==> src/mcpfs_pkg.sv <==
// Shared types and constants for the phase fire scheduler.
// No dependencies; every other file but the macro header imports this package.
package mcpfs_pkg;

  localparam int DELAY_W        = 16;
  localparam int DZ_W           = 15;
  localparam int TIMER_W        = 17;
  localparam int OUT_W          = 4;
  localparam int NUM_DELAY_REGS = 4;
  localparam int CFG_IDX_W      = 4;
  localparam int DEF_CHANNELS   = 4;
  localparam int DEF_MIN_DELAY  = 90;

  localparam logic [DELAY_W-1:0]        OFF_VALUE     = 16'hFFFF;
  localparam logic signed [TIMER_W-1:0] TIMER_CEILING = 17'sd65534;

  // Action codes of an input item.
  localparam logic ACT_ZERO_CROSS = 1'b1;

  typedef struct packed {
    logic            action;
    logic [DZ_W-1:0] delay_until_zero;
  } evt_item_t;

  typedef struct packed {
    logic [OUT_W-1:0] gate_levels;
    logic [OUT_W-1:0] fired_now;
  } res_item_t;

  // Commands from the top level to the channel scanner.
  typedef struct packed {
    logic            start;
    logic            zero_cross;
    logic [DZ_W-1:0] dz;
    logic            take;
  } scan_ctl_t;

  // Status from the channel scanner.
  typedef struct packed {
    logic busy;
    logic done;
  } scan_sts_t;

endpackage

==> src/mcpfs_cfg.sv <==
// Delay register file of the phase fire scheduler.
// Depends on mcpfs_pkg; read one channel at a time by the scanner.
module mcpfs_cfg #(
  parameter int CHANNELS = mcpfs_pkg::DEF_CHANNELS,
  parameter int CH_W     = 2
) (
  input  logic                           clk,
  input  logic                           rst,
  input  logic                           cfg_we,
  input  logic [mcpfs_pkg::CFG_IDX_W-1:0] cfg_index,
  input  logic [mcpfs_pkg::DELAY_W-1:0]   cfg_data,
  input  logic [CH_W-1:0]                 rd_ch,
  output logic [mcpfs_pkg::DELAY_W-1:0]   rd_delay
);
  import mcpfs_pkg::*;

  localparam int REGS = (CHANNELS < NUM_DELAY_REGS) ? CHANNELS : NUM_DELAY_REGS;
  localparam int RW   = (REGS > 1) ? $clog2(REGS) : 1;

  logic [DELAY_W-1:0] delay [REGS];
  logic               wr_hit;
  logic               rd_hit;

  assign wr_hit = cfg_we && (cfg_index < CFG_IDX_W'(REGS));
  assign rd_hit = {1'b0, rd_ch} < (CH_W+1)'(REGS);

  // Registers written by index; writes beyond the implemented set are dropped.
  always_ff @(posedge clk) begin
    if (rst) begin
      for (int i = 0; i < REGS; i++) begin
        delay[i] <= OFF_VALUE;
      end
    end else if (wr_hit) begin
      delay[cfg_index[RW-1:0]] <= cfg_data;
    end
  end

  // Channels without a register are permanently off.
  always_comb begin
    if (rd_hit) begin
      rd_delay = delay[rd_ch[RW-1:0]];
    end else begin
      rd_delay = OFF_VALUE;
    end
  end

endmodule

==> src/mcpfs_scan.sv <==
// Channel scanner: timer, alarm times, gate state and one shared comparator
// stepped over the channels by a small sequencer. Depends on mcpfs_pkg.
module mcpfs_scan #(
  parameter int CHANNELS  = mcpfs_pkg::DEF_CHANNELS,
  parameter int MIN_DELAY = mcpfs_pkg::DEF_MIN_DELAY,
  parameter int CH_W      = 2
) (
  input  logic                         clk,
  input  logic                         rst,
  input  mcpfs_pkg::scan_ctl_t         ctl,
  input  logic [mcpfs_pkg::DELAY_W-1:0] rd_delay,
  output logic [CH_W-1:0]              rd_ch,
  output mcpfs_pkg::scan_sts_t         sts,
  output logic [CHANNELS-1:0]          gate,
  output logic [CHANNELS-1:0]          fired
);
  import mcpfs_pkg::*;

  localparam logic [1:0] ST_IDLE = 2'd0;
  localparam logic [1:0] ST_RUN  = 2'd1;
  localparam logic [1:0] ST_DONE = 2'd2;

  localparam logic [CH_W-1:0]    LAST_CH = CH_W'(CHANNELS - 1);
  localparam logic [DELAY_W-1:0] MIN_DLY = DELAY_W'(MIN_DELAY);

  logic [1:0]         state;
  logic [CH_W-1:0]    ch;
  logic               zc;
  logic [TIMER_W-1:0] timer;
  logic [DELAY_W-1:0] alarm [CHANNELS];

  logic [DELAY_W-1:0] op_a;
  logic [DELAY_W-1:0] op_b;
  logic               cmp_lt;
  logic               tick_fire;

  assign rd_ch    = ch;
  assign sts.busy = (state != ST_IDLE);
  assign sts.done = (state == ST_DONE);

  // Shared comparator: delay against the minimum on a zero cross,
  // timer against the alarm time on a tick.
  always_comb begin
    if (zc) begin
      op_a = rd_delay;
      op_b = MIN_DLY;
    end else begin
      op_a = timer[DELAY_W-1:0];
      op_b = alarm[ch];
    end
  end

  assign cmp_lt    = op_a < op_b;
  assign tick_fire = !timer[TIMER_W-1] && (alarm[ch] != OFF_VALUE) && !cmp_lt;

  // Sequencer: one channel per cycle, then hold the result for hand-off.
  always_ff @(posedge clk) begin
    if (rst) begin
      state <= ST_IDLE;
      ch    <= '0;
      zc    <= 1'b0;
      timer <= '0;
      gate  <= '0;
      fired <= '0;
      for (int i = 0; i < CHANNELS; i++) begin
        alarm[i] <= OFF_VALUE;
      end
    end else begin
      unique case (state)
        ST_IDLE: begin
          if (ctl.start) begin
            zc    <= ctl.zero_cross;
            ch    <= '0;
            fired <= '0;
            state <= ST_RUN;
            if (ctl.zero_cross) begin
              timer <= TIMER_W'(0) - {2'b00, ctl.dz};
            end else if ($signed(timer) < TIMER_CEILING) begin
              timer <= timer + TIMER_W'(1);
            end
          end
        end
        ST_RUN: begin
          if (zc) begin
            if (rd_delay == '0) begin
              gate[ch]  <= 1'b1;
              fired[ch] <= 1'b1;
              alarm[ch] <= OFF_VALUE;
            end else begin
              gate[ch]  <= 1'b0;
              alarm[ch] <= cmp_lt ? MIN_DLY : rd_delay;
            end
          end else if (tick_fire) begin
            gate[ch]  <= 1'b1;
            fired[ch] <= 1'b1;
            alarm[ch] <= OFF_VALUE;
          end
          if (ch == LAST_CH) begin
            state <= ST_DONE;
          end else begin
            ch <= ch + CH_W'(1);
          end
        end
        ST_DONE: begin
          if (ctl.take) begin
            state <= ST_IDLE;
          end
        end
        default: begin
          state <= ST_IDLE;
        end
      endcase
    end
  end

endmodule

==> src/multi_channel_phase_fire_scheduler_top.sv <==
// Phase fire scheduler: an item is accepted when idle; the scan then visits
// one channel per cycle through a single shared comparator, holds the result
// until the output register can take it, and only then accepts the next item.
// Synchronous reset: timer zero, all channels disarmed, gates low, delays 65535.
// Depends on mcpfs_pkg, mcpfs_cfg and mcpfs_scan.
module multi_channel_phase_fire_scheduler_top #(
  parameter int CHANNELS  = mcpfs_pkg::DEF_CHANNELS,
  parameter int MIN_DELAY = mcpfs_pkg::DEF_MIN_DELAY
) (
  input  logic                            clk,
  input  logic                            rst,
  input  logic                            evt_valid,
  output logic                            evt_stall,
  input  mcpfs_pkg::evt_item_t            evt,
  output logic                            res_valid,
  input  logic                            res_stall,
  output mcpfs_pkg::res_item_t            res,
  input  logic                            cfg_we,
  input  logic [mcpfs_pkg::CFG_IDX_W-1:0] cfg_index,
  input  logic [mcpfs_pkg::DELAY_W-1:0]   cfg_data
);
  import mcpfs_pkg::*;

  localparam int CH_W = (CHANNELS > 1) ? $clog2(CHANNELS) : 1;

  scan_ctl_t                    ctl;
  scan_sts_t                    sts;
  logic [CH_W-1:0]              rd_ch;
  logic [DELAY_W-1:0]           rd_delay;
  logic [CHANNELS-1:0]          gate;
  logic [CHANNELS-1:0]          fired;
  logic [CHANNELS+OUT_W-1:0]    gate_ext;
  logic [CHANNELS+OUT_W-1:0]    fired_ext;

  // Input side accepts only while the scanner is idle.
  assign evt_stall      = sts.busy;
  assign ctl.start      = evt_valid && !evt_stall;
  assign ctl.zero_cross = (evt.action == ACT_ZERO_CROSS);
  assign ctl.dz         = evt.delay_until_zero;
  assign ctl.take       = sts.done && (!res_valid || !res_stall);

  mcpfs_cfg #(
    .CHANNELS (CHANNELS),
    .CH_W     (CH_W)
  ) u_cfg (
    .clk       (clk),
    .rst       (rst),
    .cfg_we    (cfg_we),
    .cfg_index (cfg_index),
    .cfg_data  (cfg_data),
    .rd_ch     (rd_ch),
    .rd_delay  (rd_delay)
  );

  mcpfs_scan #(
    .CHANNELS  (CHANNELS),
    .MIN_DELAY (MIN_DELAY),
    .CH_W      (CH_W)
  ) u_scan (
    .clk      (clk),
    .rst      (rst),
    .ctl      (ctl),
    .rd_delay (rd_delay),
    .rd_ch    (rd_ch),
    .sts      (sts),
    .gate     (gate),
    .fired    (fired)
  );

  // Only the low channels appear in the result; missing ones read as zero.
  assign gate_ext  = {OUT_W'(0), gate};
  assign fired_ext = {OUT_W'(0), fired};

  // Output register parts the result from the scanner.
  always_ff @(posedge clk) begin
    if (rst) begin
      res_valid <= 1'b0;
    end else if (ctl.take) begin
      res_valid <= 1'b1;
    end else if (res_valid && !res_stall) begin
      res_valid <= 1'b0;
    end
  end

  always_ff @(posedge clk) begin
    if (ctl.take) begin
      res.gate_levels <= gate_ext[OUT_W-1:0];
      res.fired_now   <= fired_ext[OUT_W-1:0];
    end
  end

endmodule

==> config.mk <==
export PLATFORM = sky130hd
export DESIGN_NAME = multi_channel_phase_fire_scheduler_top
export DESIGN_NICKNAME = d
export VERILOG_FILES = /design/src/mcpfs_pkg.sv /design/src/mcpfs_cfg.sv /design/src/mcpfs_scan.sv /design/src/multi_channel_phase_fire_scheduler_top.sv
export SDC_FILE = /design/constraint.sdc
export NUM_CORES = 1
export LEC_CHECK = 0
export ABC_AREA = 1
export ABC_CLOCK_PERIOD_IN_PS = 6600
export BUFFER_PORTS_ARGS = -buffer_cell sky130_fd_sc_hd__buf_4
export CAP_MARGIN = 5
export CORE_AREA = 2 2 144 132
export DETAILED_ROUTE_END_ITERATION = 8
export DIE_AREA = 0 0 146 134
export PLACE_DENSITY = 0.66
export SLEW_MARGIN = 20
export SYNTH_ARGS = -nofsm -noshare
export SYNTH_HDL_FRONTEND = slang
export SYNTH_SLANG_ARGS = --single-unit
==> constraint.sdc <==
create_clock -name clk -period 6.6 [get_ports clk]
set_clock_uncertainty 0.2 [all_clocks]
set_input_delay 0.99 -clock clk [delete_from_list [all_inputs] [get_ports clk]]
set_output_delay 0.99 -clock clk [all_outputs]
set_load 0.005 [all_outputs]
# == Word-level counts from Yosys, hierarchy flattened ==
# Memory sizes are Yosys's and may differ from the RTL's. A register that Yosys moved wholly into a read port is not among the register bits.
# Cells that the tools add are included.
# op_classes
magnitude_cmp,5
n_reduce_logical,28
eq_ne,10
n_addsub,3
n_bitwise,6
mux,56
# ops
operator,count
16-bit two-way mux,7
17-bit two-way mux,2
16-bit OR reduction,2
4-bit two-way mux,7
1-bit two-way mux,25
2-bit two-way mux,11
"17-bit by 1-bit adder with 17-bit output, second input constant",1
"17-bit < comparator, second input constant",1
16-bit logical NOT,1
16-bit < comparator,1
"16-bit inequality test, second input constant",1
"1-bit by 15-bit subtractor with 16-bit output, first input constant",1
2-bit nonzero test,5
3-bit AND reduction,3
4-bit OR,2
4-bit one-hot mux with 2 select lines,1
1-bit logical AND,7
"2-bit inequality test, second input constant",3
2-bit one-hot mux with 3 select lines,1
1-bit logical NOT,5
4-bit bitwise AND,1
"2-bit == test, second input constant",2
"4-bit by 3-bit < comparator with 1-bit output, second input constant",1
4-bit NOT,1
14 further kinds,16
# word_totals
input_bits,41
memories,2
output_inout_bits,10
ramBits,128
elab_cells,119
reg_bits,39
# mem_list
memory,depth,width,rd,rd_ports_with_merged_regs,write_ports,line,source
u_cfg.delay,4,16,1,1,4,mcpfs_cfg.sv:20,logic [DELAY_W-1:0] delay [REGS];
u_scan.alarm,4,16,1,1,4,mcpfs_scan.sv:30,logic [DELAY_W-1:0] alarm [CHANNELS];

# == Longest topological paths before layout ==
# Gate-level depths: netlist (run 1).
# depth
ltp_word,12
ltp_mapped,21
mapped_depth_nobuf,20

# == Cells and area by module ==
# Synthesis (run 1) repeated with hierarchy kept, for this count alone.
# unflattened
cells_unflattened,998
area_unflattened_um2,8868.5
# by_module_without_submodules
module,cells_each,instances,area_per_inst_um2,seq_area_each_um2
mcpfs_scan,710,1,5713.0,2562.5
mcpfs_cfg,273,1,2866.5,1921.8
multi_channel_phase_fire_scheduler_top,15,1,289.0,260.2

# == Worst setup path after synthesis (run 1) ==
# OpenSTA, ideal clock, no wires.
# synth_timing
path_kind,flip-flop to flip-flop
from,register u_scan.zc
to,memory u_scan.alarm[0][0] (enable)
setup_slack_ps,3284
synth_period_minus_slack_ps,3316
path_stages_with_launch,16
required_time_ps,6028
setup_time_ps,372
path_buffers,2
t_arrival_ps,2744
path_cell_list,dfxtp_1 -> clkbuf_1 -> clkinv_1 -> clkbuf_1 -> nand2_1 -> o21ai_0 -> ha_1 -> nand2_1 -> or2_2 -> nand3_1 -> inv_1 -> nand2_2 -> nand2_2 -> o21ai_4 -> nand3_1 -> nand2_1
# synth_rtl
item,line,source
from (decl),mcpfs_scan.sv:28,logic zc;
from (signal assigned),mcpfs_scan.sv:72,zc <= ctl.zero_cross;
to (decl),mcpfs_scan.sv:30,

==> results of run 1 <==
-- layout make-up --
cell class                 instances  area, um^2
fill                            1664        8230
sequential                       169        4750
multi-input combinational        695        3460
timing repair buffer              66         495
clock buffer                      19         433
inverter                          98         368
tap                              245         307
clock inverter                    12        77.6
-- per-stage QoR --
stage          std cells  util (%)
2_1_floorplan       1015         -
6_report            1304      54.6
4_1_cts             1304      54.6
3_3_place_gp        1273      51.8
3_5_place_dp        1273      51.8
5_1_grt             1304      54.6
-- cells by family (layout without fill, tap and decap cells) --
group / Yosys count / in the layout / synth area share [%]
buf+inv: 151 / 195 / 7.07
fa+ha+maj: 21 / 21 / 2.98
xor+xnor: 9 / 9 / 0.893
simple gates: 506 / 506 / 25.0
flops: 169 / 169 / 53.8
compound gates: 159 / 159 / 10.3
-- path summary, 6_finish.rpt --
kind / startpoint / endpoint / slack [ns] / depth (start not counted)
worst max-delay path: register / u_scan.alarm[0][11] / 2.18 / 16
worst min-delay path: u_scan.fired[1] / res[1] / 0.23 / 0
worst max register to register: register / u_scan.alarm[0][11] / 2.18 / 16
worst min register to register: u_scan.fired[1] / res[1] / 0.23 / 0
-- flip-flops by register name, indices dropped and copies added, names as in the netlist, named ones only --
signal / cells
u_cfg.delay: 64
u_scan.rd_ch: 2
res: 8
u_scan.alarm: 64
u_scan.fired: 4
u_scan.timer: 17
u_scan.state: 2
res_valid: 1
u_scan.zc: 1
-- metal layers --
metal | vias to the layer above | wire [um] | track usage, %
li1 | 3503 | - | -
met2 | 213 | 10000 | 36.2
met1 | 3305 | 10200 | 32.2
met5 | - | 0 | 0
met3 | 14 | 1280 | 4.59
met4 | 0 | 186 | 5.23
-- where the power goes --
part	leakage (uW)	switching, uW	internal (uW)
Combinational	0.00194	272	115
Clock	0.000240	416	476
Sequential	0.00143	29.3	1190
Total	0.00361	717	1780
-- layout by cell type (no fill, tap or decap), drive strengths merged, types with 2 or more instances in the layout --
cell type,instances
a211oi,5
a21oi,39
a31oi,3
a32o,2
and2,3
buf,66
clkbuf,19
clkinv,9
clkinvlp,3
dfxtp,33
edfxtp,136
ha,21
inv,98
nand2,264
nand3,58
nand4,45
nor2,121
nor3,8
nor4,2
o211ai,3
o21ai,86
o22a,5
o22ai,11
or2,4
xnor2,2
xor2,7
-- worst max-delay path, delay by kind of cell, from the launching register on --
kind                     cells  cell delay (ns)
adder cells (fa/ha/maj)      1             0.16
AO/OA/AOI/OAI                4             0.74
buffers and inverters        3             0.89
AND/OR/NAND/NOR              8             1.42
flip-flops                   1             0.59
==> summary.txt, run 1 <==
Status
  • Status: completed

Layout
  • Fin area: 0.00989 mm^2
  • Layout cells sized above 1: 11.2%
  • Antenna fix cells: 0
  • Synth-to-Final Area Change: 12.0%
  • Nets: roughly 1100

Timing
  • Final period util: between 60 and 70%
  • Setup TNS: 0 ns
  • Setup violations, final: 0
  • WHS: 0.231 ns
  • Worst slew pin tran: approximately 0.88 ns
  • Final worst-path setup slack: 2.18 ns
  • Fin crit period: 4.42 ns
  • Hold Violations, Final: 0
  • Slew headroom: 41.2%
  • Fin. max-slew vios: 0
  • Fmax: 0.226 GHz
  • Unrepaired setup endpoints after global routing: false

Global routing
  • Initial antenna violation count: 0
  • Largest net degree at the start of global routing: 45
  • GR Overflow Total: 0
  • First-pass GRT wire length: 34500 um
  • Overall global routing resource usage: a little under a quarter
  • Number of global-route vias before repair: 6377

Worst setup path
  • Critical Path, Cell by Cell: buf_4 -> o21ai_1 -> o22a_1 -> o21ai_0 -> ha_1 -> nand2_1 -> inv_1 -> nand3_1 -> nor3_1 -> nand2_1 -> nand2_2 -> nand2_2 -> o21ai_4 -> buf_4 -> nand3_1 -> nand2_1
  • Crit path capture type: register
  • Crit path DAT: 4.29 ns
  • Worst-path maximum fanout: 43
  • Startpoint types: register
  • Worst EP required: about 6.5 ns
  • CP dominant cell by count: nand2_1
  • CP Class: register to register
  • CP peak stage delay: 0.59 ns
  • Slowest-stage cell, CP: dfxtp_2

Placed design
  • Dpl hpwl: 14600 um
  • Placed Area: 0.00938 mm^2
  • RePlAce Congestion: between 0.8 and 0.9
  • Count of buffers from port buffering: 50
  • Post-Place Worst Slack: about 2.3 ns

Power and ir drop
  • Peak VDD IR: 167 uV
  • Power per cell area: 253 mW/mm^2
  • Tot Pwr: 2500 uW
  • Leak: 0.00361 uW

Floorplanning
  • Die Y: ~130 um
  • Std-Cell Rows: 47
  • Die X: 146 um
  • Top Ports: 51
  • Initial Utilization: 48.7%
  • CORE AREA: 0.0181 mm^2
  • Die area: 0.0196 mm^2

Clock network
  • CTS tree: built
  • H-tree Lvls: 4
  • TritonCTS Buffers: 17
  • Cts repair resizes: 0
  • Root Buffer: clkbuf_16
  • Clock Sinks: around 170
  • Clock transition at path regs: 0.06 ns
  • Maximum buffer depth of the clock tree: 2
  • Hold_buf cts: 0
  • Clock Latency Late Sink: 0.43 ns
  • Post CTS Setup Buffer Count: 0

Drt
  • Final wirelength: approximately 22000 um
  • WL per Instance: about 17 um
  • Starting DRT DRC Count: 647
  • DRC: 0
  • Vias per cell: 5.39
  • Detailed Routing Iterations Pass 1: 6
  • Vias: 7035
  • Antenna-violating nets left: 0

Yosys
  • Synth cell types: 43
  • Largest cells by area after synthesis: edfxtp_1, nand2_1, dfxtp_1
  • Syn Area/Cell: 8.69 um^2
  • Async set or reset register ratio after synthesis: 0%
  • Synth Net Count: approximately 1100
  • Register bit total from synthesis: 169
  • Commonest cells in the netlist: nand2_1, edfxtp_1, nor2_1, inv_1, o21ai_0
  • Leading area contributor after synthesis: edfxtp_1
  • Area share of the largest cell type after synthesis: a little under half
  • Gate Count Post-Synth: 1015
  • Dominant synthesized flop cell: edfxtp_1
  • Most frequent cell after synthesis: nand2_1
  • Post-synth EDFFs: 136
  • Seq/Total Area, Yosys: between 50% and 60%
  • Yosys warning count: 0
  • Post-Syn Area: 0.00882 mm^2

Hold path
  • Min-Delay Path Class: register to register

Flow run
  • Max-cap viol count: 0
No activity file was read; power rests on OpenSTA's default activity.
==> run 2, diff against run 1 <==
--- a/config.mk
+++ b/config.mk
@@ -6,7 +6,7 @@
 export NUM_CORES = 1
 export LEC_CHECK = 0
 export ABC_AREA = 1
-export ABC_CLOCK_PERIOD_IN_PS = 6600
+export ABC_CLOCK_PERIOD_IN_PS = 4100
 export BUFFER_PORTS_ARGS = -buffer_cell sky130_fd_sc_hd__buf_4
 export CAP_MARGIN = 5
 export CORE_AREA = 2 2 144 132
==> constraint.sdc (replaced) <==
create_clock -name clk -period 4.1 [get_ports clk]
set_clock_uncertainty 0.2 [all_clocks]
set_input_delay 0.615 -clock clk [delete_from_list [all_inputs] [get_ports clk]]
set_output_delay 0.615 -clock clk [all_outputs]
set_load 0.005 [all_outputs]
==> run 2 against run 1 <==
Worst hold slack lost 0.0015 ns. Cell count grew 0.84%. Power is 69% higher. Count of clock-buffer cells in the layout down 2. First-iteration DRC count rose by 16%. Via count grew 0.67%. Flip-flop and latch count did not move. Non-clock buffer count rose by 10. Global-route usage up 0.88 points. Highest routed layer unchanged. Critical path depth up 1. Fmax up 23%.
==> summary.txt, run 2 (same netlist as run 1, synthesis figures left out) <==
Clock network
  • H-tree Lvls: 4
  • Cts repair resizes: 0
  • Maximum buffer depth of the clock tree: 2
  • Root Buffer: clkbuf_16
  • Hold_buf cts: 0
  • CTS tree: built
  • Clock Sinks: 169
  • Clock Latency Late Sink: 0.43 ns
  • Post CTS Setup Buffer Count: 0
  • TritonCTS Buffers: 17
  • Clock transition at path regs: about 0.070 ns

Layout
  • Biggest registers after layout: u_cfg.delay x64, u_scan.alarm x64, u_scan.timer x17
  • Antenna fix cells: 0
  • Most frequent cells in the layout: nand2_1, edfxtp_1, nor2_1, inv_1, o21ai_0
  • Nets: 1119
  • Most common cell after layout, fill and taps aside: nand2_1
  • Layout cells sized above 1: 12.7%
  • Post-Layout Cell Count: 1315
  • Synth-to-Final Area Change: 14.6%
  • Fillers: 1712

Worst setup path
  • Startpoint types: register
  • Crit path capture type: register
  • CP Class: register to register
  • Worst-path maximum fanout: 17
  • FF-to-FF path depth: 17
  • Crit path DAT: 3.56 ns
  • Worst EP required: 4.06 ns

Timing
  • Fmax: ~0.28 GHz
  • Worst slew pin tran: approximately 0.81 ns
  • Hold Violations, Final: 0
  • Fin crit period: 3.61 ns
  • Setup violations, final: 0
  • Fin. max-slew vios: 0
  • Slew headroom: 46.0%
  • Final period util: around 88%
  • Setup TNS: 0 ns
  • Unrepaired setup endpoints after global routing: false

Floorplanning
  • Top Ports: just over 50
  • Die X: 146 um
  • Initial Utilization: between 40% and 50%
  • Die area: between 0.015 and 0.02 mm^2
  • Std-Cell Rows: 47
  • CORE AREA: 0.0181 mm^2
  • Die Y: approximately 130 um

Hold path
  • Worst hold path depth: 0
  • Min-Delay Path Class: register to register

Drt
  • WL per Instance: 16.9 um
  • DRC: 0
  • Final wirelength: roughly 22000 um
  • Detailed Routing Iterations Pass 1: 5
  • Antenna-violating nets left: 0
  • Vias: 7082
  • Vias per cell: ~5.4
  • Starting DRT DRC Count: 752

Global routing
  • Initial antenna violation count: 0
  • GR Overflow Total: 0
  • Overall global routing resource usage: 23.5%
  • Number of global-route vias before repair: roughly 6800
  • First-pass GRT wire length: 36100 um
  • Largest net degree at the start of global routing: 66

Flow run
  • Max-cap viol count: 0

Placed design
  • Count of buffers from port buffering: 50
  • Dpl cells: 1283
  • RePlAce Congestion: 0.838
  • Dpl hpwl: 14500 um

Power and ir drop
  • Power per cell area: between 400 and 500 mW/mm^2
  • Peak VDD IR: 288 uV
  • Leak: 0.00372 uW

Status
  • Status: completed
==> run 2: cell types whose count changed in the layout (fill, tap and decap cells not counted), sizes merged <==
cell	previous run	this run
buf	66	76
bufinv	0	1
inv	98	101
clkbuf	19	17
clkinvlp	3	5
clkinv	9	6
==> run 2: worst paths after layout <==
kind	start	endpoint	slack [ns]
max	register	u_scan.alarm[0][7]	0.49
min	u_scan.fired[3]	res[3]	0.23
max reg2reg	register	u_scan.alarm[0][7]	0.49
min reg2reg	u_scan.fired[3]	res[3]	0.23
==> run 2: cell type report <==
class | instances | area [um^2] | area share, %
clock buffer | 17 | 425 | 4.20
clock inverter | 15 | 165 | 1.63
inverter | 98 | 368 | 3.64
multi-input combinational | 695 | 3460 | 34.2
sequential | 169 | 4750 | 46.9
tap | 245 | 307 | 3.03
timing repair buffer | 76 | 646 | 6.38
==> run 2: metal layers <==
metal | share of wire (%) | GRT usage, %
met1 | 46 | 33.6
met2 | 45 | 35.7
met3 | 7.3 | 5.48
met4 | 2.2 | 7.82
met5 | 0 | 0
==> run 2: metrics by stage <==
step / setup slack [ns] / hold WS (ns) / cell area [um^2] / total power [uW] / utilization, %
after floorplan: 0.784 / 0.208 / 8820 / 2420 / -
after global placement: 0.627 / 0.213 / 9530 / 2650 / 52.6
after detailed placement: 0.561 / 0.216 / 9530 / 2660 / 52.6
after CTS: 0.542 / 0.233 / 10100 / 4240 / 55.9
after global routing: 0.201 / 0.248 / 10100 / 4400 / 55.9
final: 0.495 / 0.230 / 10100 / 4230 / 55.9
==> run 2: report_power, final <==
part | switching [uW] | internal [uW]
Sequential | 36.5 | 1910
Combinational | 468 | 209
Clock | 743 | 861
Total | 1250 | 2980
==> run 2: worst max-delay path, stage by stage (launching register included) <==
cell and delay, ns:
dfxtp_2 0.34, inv_2 0.27, buf_4 0.28, nor2_1 0.06
o22a_1 0.22, or2_2 0.28, ha_1 0.29, a21oi_1 0.13
nor2_1 0.05, a211oi_1 0.20, nand2_1 0.08, nand2_1 0.07
nand2_2 0.06, buf_4 0.16, inv_2 0.19, nor2_1 0.07
nor2_1 0.24, nand4_1 0.13
